### src/rtl/assert_macros.svh
// Concurrent check helpers; they expect clk and arst_n in the using scope.
`ifndef ASSERT_MACROS_SVH
`define ASSERT_MACROS_SVH

// Property must hold at every edge outside reset.
`define ASSERT_CHK(label, prop, msg) \
	label: assert property (@(posedge clk) disable iff (!arst_n) prop) else $error(msg);

// Condition must never be true outside reset.
`define ASSERT_NEVER(label, cond, msg) \
	label: assert property (@(posedge clk) disable iff (!arst_n) !(cond)) else $error(msg);

`endif

### src/rtl/fum_pkg.sv
package fum_pkg;

	localparam int unsigned FRAME_BITS = 11;
	localparam longint unsigned Q30_ONE = 64'd1073741824;
	localparam longint unsigned HALF_PI_Q30 = 64'd1686629713;
	// divisors (2k)(2k+1) of the sine series terms, k = 1..8
	localparam longint unsigned TERM_DIV [1:8] = '{
		64'd6, 64'd20, 64'd42, 64'd72, 64'd110, 64'd156, 64'd210, 64'd272
	};

	typedef logic [FRAME_BITS-1:0] frame_t;
	typedef logic [3:0] bit_cnt_t;

	typedef enum logic {
		REQ_BYTE = 1'b0,
		REQ_TICK = 1'b1
	} req_kind_t;

	typedef struct packed {
		logic       req_type;
		logic [7:0] byte_value;
	} fum_in_t;

	typedef struct packed {
		logic [7:0] duty;
		logic       duty_valid;
		logic       byte_taken;
		logic       line_idle;
	} fum_out_t;

	typedef struct packed {
		logic full;
		logic empty;
		logic last;
	} fum_qstat_t;

endpackage

### src/rtl/fum_req_if.sv
interface fum_req_if import fum_pkg::*; ();
	logic    valid;
	logic    ready;
	fum_in_t payload;

	modport source(output valid, output payload, input ready);
	modport sink(input valid, input payload, output ready);
endinterface

### src/rtl/fum_rsp_if.sv
interface fum_rsp_if import fum_pkg::*; ();
	logic     valid;
	logic     ready;
	fum_out_t payload;

	modport source(output valid, output payload, input ready);
	modport sink(input valid, input payload, output ready);
endinterface

### src/rtl/fum_frame_queue.sv
`include "assert_macros.svh"

module fum_frame_queue import fum_pkg::*; #(
	parameter int unsigned DEPTH = 32
) (
	input  logic       clk,
	input  logic       arst_n,
	input  logic       push,
	input  frame_t     push_data,
	input  logic       pop,
	output frame_t     head_data,
	output fum_qstat_t stat
);

	localparam int unsigned AW = (DEPTH > 1) ? $clog2(DEPTH) : 1;
	localparam int unsigned CW = $clog2(DEPTH + 1);

	frame_t          mem_q [DEPTH];
	frame_t          rd_data_q;
	logic [AW-1:0]   head_q;
	logic [AW-1:0]   tail_q;
	logic [CW-1:0]   count_q;
	logic [AW-1:0]   head_d;

	function automatic logic [AW-1:0] ptr_inc(input logic [AW-1:0] p);
		return (p == AW'(DEPTH - 1)) ? '0 : p + 1'b1;
	endfunction

	assign head_d = pop ? ptr_inc(head_q) : head_q;

	// prefetch the entry at the next head; forward a write to that same slot
	always_ff @(posedge clk) begin
		if (push)
			mem_q[tail_q] <= push_data;
		if (push && (tail_q == head_d))
			rd_data_q <= push_data;
		else
			rd_data_q <= mem_q[head_d];
	end

	always_ff @(posedge clk or negedge arst_n) begin
		if (!arst_n) begin
			head_q  <= '0;
			tail_q  <= '0;
			count_q <= '0;
		end else begin
			head_q <= head_d;
			if (push)
				tail_q <= ptr_inc(tail_q);
			if (push && !pop)
				count_q <= count_q + 1'b1;
			else if (pop && !push)
				count_q <= count_q - 1'b1;
		end
	end

	assign head_data  = rd_data_q;
	assign stat.full  = (count_q == CW'(DEPTH));
	assign stat.empty = (count_q == '0);
	assign stat.last  = (count_q == CW'(1));

	`ASSERT_NEVER(a_push_full, push && stat.full, "push into a full frame queue")
	`ASSERT_NEVER(a_pop_empty, pop && stat.empty, "pop from an empty frame queue")
	`ASSERT_CHK(a_count_up, push && !pop |=> count_q == $past(count_q) + 1'b1, "count did not advance on push")

endmodule

### src/rtl/fsk_uart_pwm_modulator.sv
// A result is captured in the output register in the cycle after its item is accepted.
// Throughput: one item per cycle while the output is empty or taken; the tone ROM read and
// the bit/queue update settle combinationally between the state and output registers.
// Reset (arst_n low, asynchronous): queue empty, line idle on the mark tone,
// sample counter at zero, output register empty. Queue storage is not cleared.
`include "assert_macros.svh"

module fsk_uart_pwm_modulator import fum_pkg::*; #(
	parameter int unsigned FRAME_DEPTH     = 32,
	parameter int unsigned SAMPLES_PER_BIT = 82,
	parameter int unsigned PWM_MODULO      = 254
) (
	input logic      clk,
	input logic      arst_n,
	fum_req_if.sink  req,
	fum_rsp_if.source rsp
);

	localparam int unsigned TICKS_PER_BIT = 2 * SAMPLES_PER_BIT;
	localparam int unsigned SIDX_W        = $clog2(TICKS_PER_BIT);
	localparam int unsigned ROM_AW        = SIDX_W - 1;

	// Q30 sine of 2*pi*q/N, folded by quadrant, mapped to a PWM compare value
	function automatic logic [7:0] duty_at(input int unsigned q);
		longint unsigned quad;
		longint unsigned r;
		longint unsigned a;
		longint unsigned x;
		longint unsigned x2;
		longint unsigned term;
		longint unsigned lift;
		longint unsigned v;
		longint          s;
		int              k;
		quad = (4 * longint'(q)) / SAMPLES_PER_BIT;
		r    = 4 * longint'(q) - quad * SAMPLES_PER_BIT;
		a    = quad[0] ? SAMPLES_PER_BIT - r : r;
		if (a == 0) begin
			s = 0;
		end else if (a == SAMPLES_PER_BIT) begin
			s = longint'(Q30_ONE);
		end else if (3 * a == SAMPLES_PER_BIT) begin
			s = longint'(Q30_ONE / 2);
		end else begin
			x    = HALF_PI_Q30 * a / SAMPLES_PER_BIT;
			x2   = (x * x) >> 30;
			term = x;
			s    = longint'(x);
			for (k = 1; k <= 8; k++) begin
				term = (term * x2) >> 30;
				term = term / TERM_DIV[k];
				if (k % 2 == 1)
					s = s - longint'(term);
				else
					s = s + longint'(term);
			end
			if (s < 0)
				s = 0;
			if (s > longint'(Q30_ONE))
				s = longint'(Q30_ONE);
		end
		if (quad >= 2)
			s = -s;
		lift = longint'(Q30_ONE) + s;
		v    = ((PWM_MODULO - 2) * lift + Q30_ONE) >> 31;
		return v[7:0] + 8'd1;
	endfunction

	logic [7:0] mark_tab  [SAMPLES_PER_BIT];
	logic [7:0] space_tab [SAMPLES_PER_BIT];

	for (genvar g = 0; g < SAMPLES_PER_BIT; g++) begin : g_rom
		assign mark_tab[g]  = duty_at(g);
		assign space_tab[g] = duty_at((2 * g) % SAMPLES_PER_BIT);
	end

	// state
	frame_t            shift_q;
	bit_cnt_t          bits_left_q;
	logic              tone_q;
	logic [SIDX_W-1:0] sidx_q;
	fum_out_t          rsp_q;
	logic              rsp_valid_q;

	// next state
	frame_t            shift_d;
	bit_cnt_t          bits_left_d;
	logic              tone_d;
	logic [SIDX_W-1:0] sidx_d;
	fum_out_t          rsp_d;

	logic              advance;
	logic              req_fire;
	logic              is_tick;
	logic              q_push;
	logic              q_pop;
	frame_t            q_head;
	frame_t            new_frame;
	fum_qstat_t        q_stat;
	logic [ROM_AW-1:0] rom_idx;
	logic              q_empty_after;

	assign advance   = !rsp_valid_q || rsp.ready;
	assign req.ready = advance;
	assign req_fire  = req.valid && advance;
	assign is_tick   = (req.payload.req_type == REQ_TICK);
	assign new_frame = {1'b1, ^req.payload.byte_value, req.payload.byte_value, 1'b0};
	assign q_push    = req_fire && !is_tick && !q_stat.full;
	assign rom_idx   = sidx_q[SIDX_W-1:1];

	fum_frame_queue #(
		.DEPTH(FRAME_DEPTH)
	) u_queue (
		.clk      (clk),
		.arst_n   (arst_n),
		.push     (q_push),
		.push_data(new_frame),
		.pop      (q_pop),
		.head_data(q_head),
		.stat     (q_stat)
	);

	always_comb begin
		shift_d     = shift_q;
		bits_left_d = bits_left_q;
		tone_d      = tone_q;
		sidx_d      = sidx_q;
		q_pop       = 1'b0;
		if (req_fire && is_tick) begin
			// pick the next bit at the boundary
			if (sidx_q == '0) begin
				if (bits_left_q <= bit_cnt_t'(1)) begin
					if (!q_stat.empty) begin
						q_pop       = 1'b1;
						shift_d     = q_head;
						bits_left_d = bit_cnt_t'(FRAME_BITS);
					end else begin
						bits_left_d = '0;
					end
				end else begin
					bits_left_d = bits_left_q - 1'b1;
					shift_d     = shift_q >> 1;
				end
				tone_d = (bits_left_d != '0) ? shift_d[0] : 1'b1;
			end
			sidx_d = (sidx_q == SIDX_W'(TICKS_PER_BIT - 1)) ? '0 : sidx_q + 1'b1;
		end
	end

	always_comb begin
		if (q_push)
			q_empty_after = 1'b0;
		else if (q_pop)
			q_empty_after = q_stat.last;
		else
			q_empty_after = q_stat.empty;
		rsp_d.duty       = '0;
		rsp_d.duty_valid = 1'b0;
		rsp_d.byte_taken = q_push;
		rsp_d.line_idle  = q_empty_after && (bits_left_d == '0);
		if (is_tick) begin
			rsp_d.duty       = tone_d ? mark_tab[rom_idx] : space_tab[rom_idx];
			rsp_d.duty_valid = 1'b1;
		end
	end

	always_ff @(posedge clk or negedge arst_n) begin
		if (!arst_n) begin
			bits_left_q <= '0;
			tone_q      <= 1'b1;
			sidx_q      <= '0;
			rsp_valid_q <= 1'b0;
		end else begin
			bits_left_q <= bits_left_d;
			tone_q      <= tone_d;
			sidx_q      <= sidx_d;
			if (advance)
				rsp_valid_q <= req.valid;
		end
	end

	// payload registers: hold while the result beat is stalled
	always_ff @(posedge clk) begin
		shift_q <= shift_d;
		if (req_fire)
			rsp_q <= rsp_d;
	end

	assign rsp.valid   = rsp_valid_q;
	assign rsp.payload = rsp_q;

	`ASSERT_NEVER(a_sidx_range, sidx_q > SIDX_W'(TICKS_PER_BIT - 1), "sample index out of range")
	`ASSERT_CHK(a_idle_mark, bits_left_q == '0 |-> tone_q, "idle line not on the mark tone")
	`ASSERT_CHK(a_byte_no_duty, req_fire && !is_tick |=> rsp.valid && !rsp.payload.duty_valid, "byte beat produced a duty sample")

endmodule

### src/flat_wrapper.sv
// flat-port wrapper written by rule: the top's interface ports become plain ports
module fsk_uart_pwm_modulator_flat import fum_pkg::*;
#(
	parameter int unsigned FRAME_DEPTH     = 32,
	parameter int unsigned SAMPLES_PER_BIT = 82,
	parameter int unsigned PWM_MODULO      = 254
)
  (clk, arst_n, req_valid, req_payload, req_ready, rsp_valid, rsp_payload, rsp_ready);
  fum_req_if req_i ();
  fum_rsp_if rsp_i ();
  input logic clk;
  input logic arst_n;
  input wire logic [$bits(req_i.valid)-1:0] req_valid;
  input wire logic [$bits(req_i.payload)-1:0] req_payload;
  output wire logic [$bits(req_i.ready)-1:0] req_ready;
  output wire logic [$bits(rsp_i.valid)-1:0] rsp_valid;
  output wire logic [$bits(rsp_i.payload)-1:0] rsp_payload;
  input wire logic [$bits(rsp_i.ready)-1:0] rsp_ready;
  assign req_i.valid = req_valid;
  assign req_i.payload = req_payload;
  assign req_ready = req_i.ready;
  assign rsp_valid = rsp_i.valid;
  assign rsp_payload = rsp_i.payload;
  assign rsp_i.ready = rsp_ready;
  fsk_uart_pwm_modulator #(.FRAME_DEPTH(FRAME_DEPTH), .SAMPLES_PER_BIT(SAMPLES_PER_BIT), .PWM_MODULO(PWM_MODULO)) u_core (.clk(clk), .arst_n(arst_n), .req(req_i), .rsp(rsp_i));
endmodule
### config.mk
export PLATFORM = sky130hd
export DESIGN_NAME = fsk_uart_pwm_modulator_flat
export DESIGN_NICKNAME = d
export VERILOG_FILES = /design/src/rtl/fum_pkg.sv /design/src/rtl/fum_req_if.sv /design/src/rtl/fum_rsp_if.sv /design/src/rtl/fum_frame_queue.sv /design/src/rtl/fsk_uart_pwm_modulator.sv /design/src/flat_wrapper.sv
export VERILOG_INCLUDE_DIRS = /design/src /design/src/rtl
export SDC_FILE = /design/constraint.sdc
export NUM_CORES = 1
export LEC_CHECK = 0
export BUFFER_PORTS_ARGS = -buffer_cell sky130_fd_sc_hd__buf_2
export CAP_MARGIN = 20
export CELL_PAD_IN_SITES_DETAIL_PLACEMENT = 1
export CELL_PAD_IN_SITES_GLOBAL_PLACEMENT = 2
export CORE_ASPECT_RATIO = 1.75
export CORE_UTILIZATION = 51
export CTS_CLUSTER_DIAMETER = 50
export DETAILED_ROUTE_END_ITERATION = 16
export PLACE_DENSITY_LB_ADDON = 0.1
export SLEW_MARGIN = 20
export SYNTH_ARGS = -nofsm -noshare
export SYNTH_HDL_FRONTEND = slang
export SYNTH_SLANG_ARGS = --single-unit
### constraint.sdc
create_clock -name clk -period 7.9 [get_ports clk]
set_input_delay 1.58 -clock clk [delete_from_list [all_inputs] [get_ports clk]]
set_output_delay 1.58 -clock clk [all_outputs]
set_load 0.02 [all_outputs]
==> impl_metrics.yaml <==
clocking:
  postCtsSetupBuffers: 0
  numCtsBuffers: 31
  path_clk_slew_ps: 70
  cts_tree: "yes"
  cts_root_buf: "clkbuf_16"
  hold_buffers: 0
  cts_resized: 0
  cts-htree-levels: 1
  cts_buffer_depth: 3
  clock_latency_ps: 580
  cts.sinks: 345
synthesis:
  synth_seq_cells: 345
  yosys-top-cells-area: "edfxtp_1 (60%), mux4_2 (12%), dfrtp_1 (4.6%)"
  yosysSeqAreaShare_pct: 65.0
  synth_top_area_cell: "edfxtp_1"
  yosysWarnings: 0
  synthesis.instances: 1019
  ys_top_cells_by_count: "edfxtp_1 (310), mux4_2 (84), nor2_1 (82), nand2_1 (51), clkbuf_1 (49)"
  yosysMostFrequentCell: "edfxtp_1"
  synth_edf_count: 310
  synth.top_cell.area_share_pct: 59.6
  syn_area_per_cell_um2: 15.3
  netlist_area_um2: 15600
  ys_types: 67
  async_flop_share_pct: 8.70
  synth_flop_cell: "edfxtp_1"
  syn-num-nets: 1059
global_route:
  grt_pass1_vias: 9561
  grt_use_met1_pct: 29.1
  grt_max_degree: 69
  grt_util_met3_pct: 2.50
  grt_use_met2_pct: 50.8
  busiest_layer: "met2"
  gr-total-overflow: 0
  gr-usage-all-layers_pct: 26.7
  antenna_found_initial: 0
  grt_pass1_wl_um: 60700
finish:
  fin_cells: 1435
  area_delta_synth_final_pct: 9.65
  drive_gt1_share_pct: 19.2
  antennaDiodeCount: 0
  fin_nets: 1063
  final_core_util_pct: 57.0
  fill_cells: 2837
sta:
  finalSetupTns_ps: 0
  setup-violations-final: 0
  fin_crit_sh_pct: 49.5
  clock.fmax_mhz: 256
  tightest_slew_ps: 936
  slew_viol_final: 0
  layout_min_cycle_time_ps: 3910
  hold_viol: 0
  relSlewSlack_pct: 37.4
  holdWs_ps: 524
  finalClockSkew_ps: 19.7
  rsz0062_at_grt: "false"
setup_path:
  crit_arrival_ps: 4360
  critPathRequiredTime_ps: 8350
  cp_max_fo: 19
  critPathLaunchType: "flip-flop"
  path_class: "reg2reg"
  endpoint_kind: "flip-flop"
placed_design:
  dp_hpwl_um: 27300
  io_buffers: 25
  placedCellCount: 1377
  gp_congestion: 0.878
die:
  dieArea_um2: 31400
  die_h_um: 234
  fp-row-count: 84
  start_util_pct: 52.0
  io-pin-count: 26
  design.core.area_um2: 30100
  die_x_um: 134
power:
  finalPower_mw: 5.10
  p_leak_nw: 5.54
  peakVddDrop_mv: 0.265
  power_density_nw_per_um2: 298
routing:
  ant_nets: 0
  wl_per_cell_um: 28.1
  dr.first_iter.drc_count: 610
  avgViaCountPerCell: 6.30
  dr.pass1.iters: 7
  postRouteWirelength_um: 40300
  dr_total_vias: 9039
  drc_errors: 0
min_path:
  hp-class: "reg2reg"
job:
  max-cap-violations: 0
outcome:
  run_status: "completed"
## kinds of logic (layout without fill, tap and decap cells)
group	after synthesis	in the layout	synth area share, %
flip-flops	345	345	65.0
AND/OR/NAND/NOR	259	259	8.30
AO/OA/AOI/OAI	190	190	8.53
multiplexers	90	90	12.5
buffers and inverters	88	117	2.31
adder cells (fa/ha/maj)	27	27	2.16
XOR/XNOR	20	20	1.12
## per-layer routing
| metal | routed length (um) | part of all wire (%) | vias to the layer above |
|---|---|---|---|
| li1 | - | - | 4043 |
| met1 | 14300 | 36 | 4680 |
| met2 | 22800 | 57 | 235 |
| met3 | 1100 | 2.7 | 81 |
| met4 | 2050 | 5.1 | 0 |
| met5 | 0 | 0 | - |
## cell type report
cell class | instances | area, um^2 | share of cell area [%]
flip-flops and latches | 345 | 10200 | 59.4
multi-input cells | 586 | 5110 | 29.8
clock buffers | 39 | 836 | 4.88
well taps | 387 | 484 | 2.83
clock inverters | 19 | 236 | 1.38
repair buffers | 37 | 215 | 1.26
inverters | 22 | 82.6 | 0.482
## state kept, by name, indices dropped and copies added, names as in the netlist, named ones only
name / flops
u_core.rsp.valid: 1
u_core.rsp.payload: 11
u_core.u_queue.head_q: 5
u_core.bits_left_q: 4
u_core.shift_q: 11
u_core.u_queue.count_q: 6
u_core.u_queue.tail_q: 5
u_core.u_queue.mem_q: 288
u_core.sidx_q: 8
## metrics by stage
step,setup WS (ps),cell area [um^2]
final,3990,17100
after global routing,3790,17100
after CTS,4020,17100
after detailed placement,3680,16100
after global placement,3770,16100
after floorplan,3930,15600
## power breakdown
part,internal [mW],leakage [nW],switching [mW]
logic,0.427,1.82,0.899
registers,2.09,3.20,0.120
clock network,0.891,0.519,0.673
## cells in the final DEF, fill, tap and decap left out, drive strengths merged, types with 4 or more instances in the layout
master | synthesis | final
xor2 | 5 | 5
o311ai | 8 | 8
ha | 27 | 27
o31ai | 5 | 5
nor4 | 4 | 4
dfxtp | 5 | 5
a311oi | 7 | 7
o211ai | 11 | 11
inv | 21 | 25
mux4 | 84 | 84
o21ai | 47 | 47
o311a | 7 | 7
mux2 | 5 | 5
buf | 17 | 37
nand3 | 15 | 15
o221ai | 6 | 6
nor2b | 39 | 39
or2 | 4 | 4
or3 | 7 | 7
nand2b | 12 | 12
a211oi | 17 | 17
a21oi | 34 | 34
bufinv | 0 | 4
clkbuf | 49 | 39
nand4 | 4 | 4
nand3b | 5 | 5
clkinv | 1 | 9
o41ai | 9 | 9
edfxtp | 310 | 310
nor3 | 14 | 14
dfrtp | 29 | 29
and3 | 8 | 8
a2111oi | 9 | 9
and2 | 5 | 5
xnor2 | 15 | 15
a31oi | 8 | 8
nand2 | 51 | 51
nor2 | 82 | 82
## worst paths after layout
| path | from | to | slack, ps | cells after the start |
|---|---|---|---|---|
| worst min-delay path | u_core.u_queue.head_q[4]$_DFF_PN0_ | flip-flop | 520 | 1 |
| worst max-delay path | u_core.sidx_q[2]$_DFFE_PN0N_ | u_core.u_queue.count_q[5]$_DFFE_PN0P_ | 3990 | 10 |
| worst max register to register | u_core.sidx_q[2]$_DFFE_PN0N_ | u_core.u_queue.count_q[5]$_DFFE_PN0P_ | 3990 | 10 |
| min in group asynchronous | arst_n | u_core.u_queue.count_q[5]$_DFFE_PN0P_ | 1080 | 1 |
| worst min register to register | u_core.u_queue.head_q[4]$_DFF_PN0_ | flip-flop | 520 | 1 |
| max in group asynchronous | arst_n | u_core.sidx_q[4]$_DFFE_PN0N_ | 6250 | 1 |
## critical path: stages, from the launching register on
cell      delay [ps]
dfrtp_1          680
inv_1            510
ha_1             340
nand2_1           80
nor3_1           390
nand4b_1         390
ha_1             450
or4_1            440
a21oi_1          220
o21ai_0          150
xnor2_1          150
No activity file was read; power rests on OpenSTA's default activity.
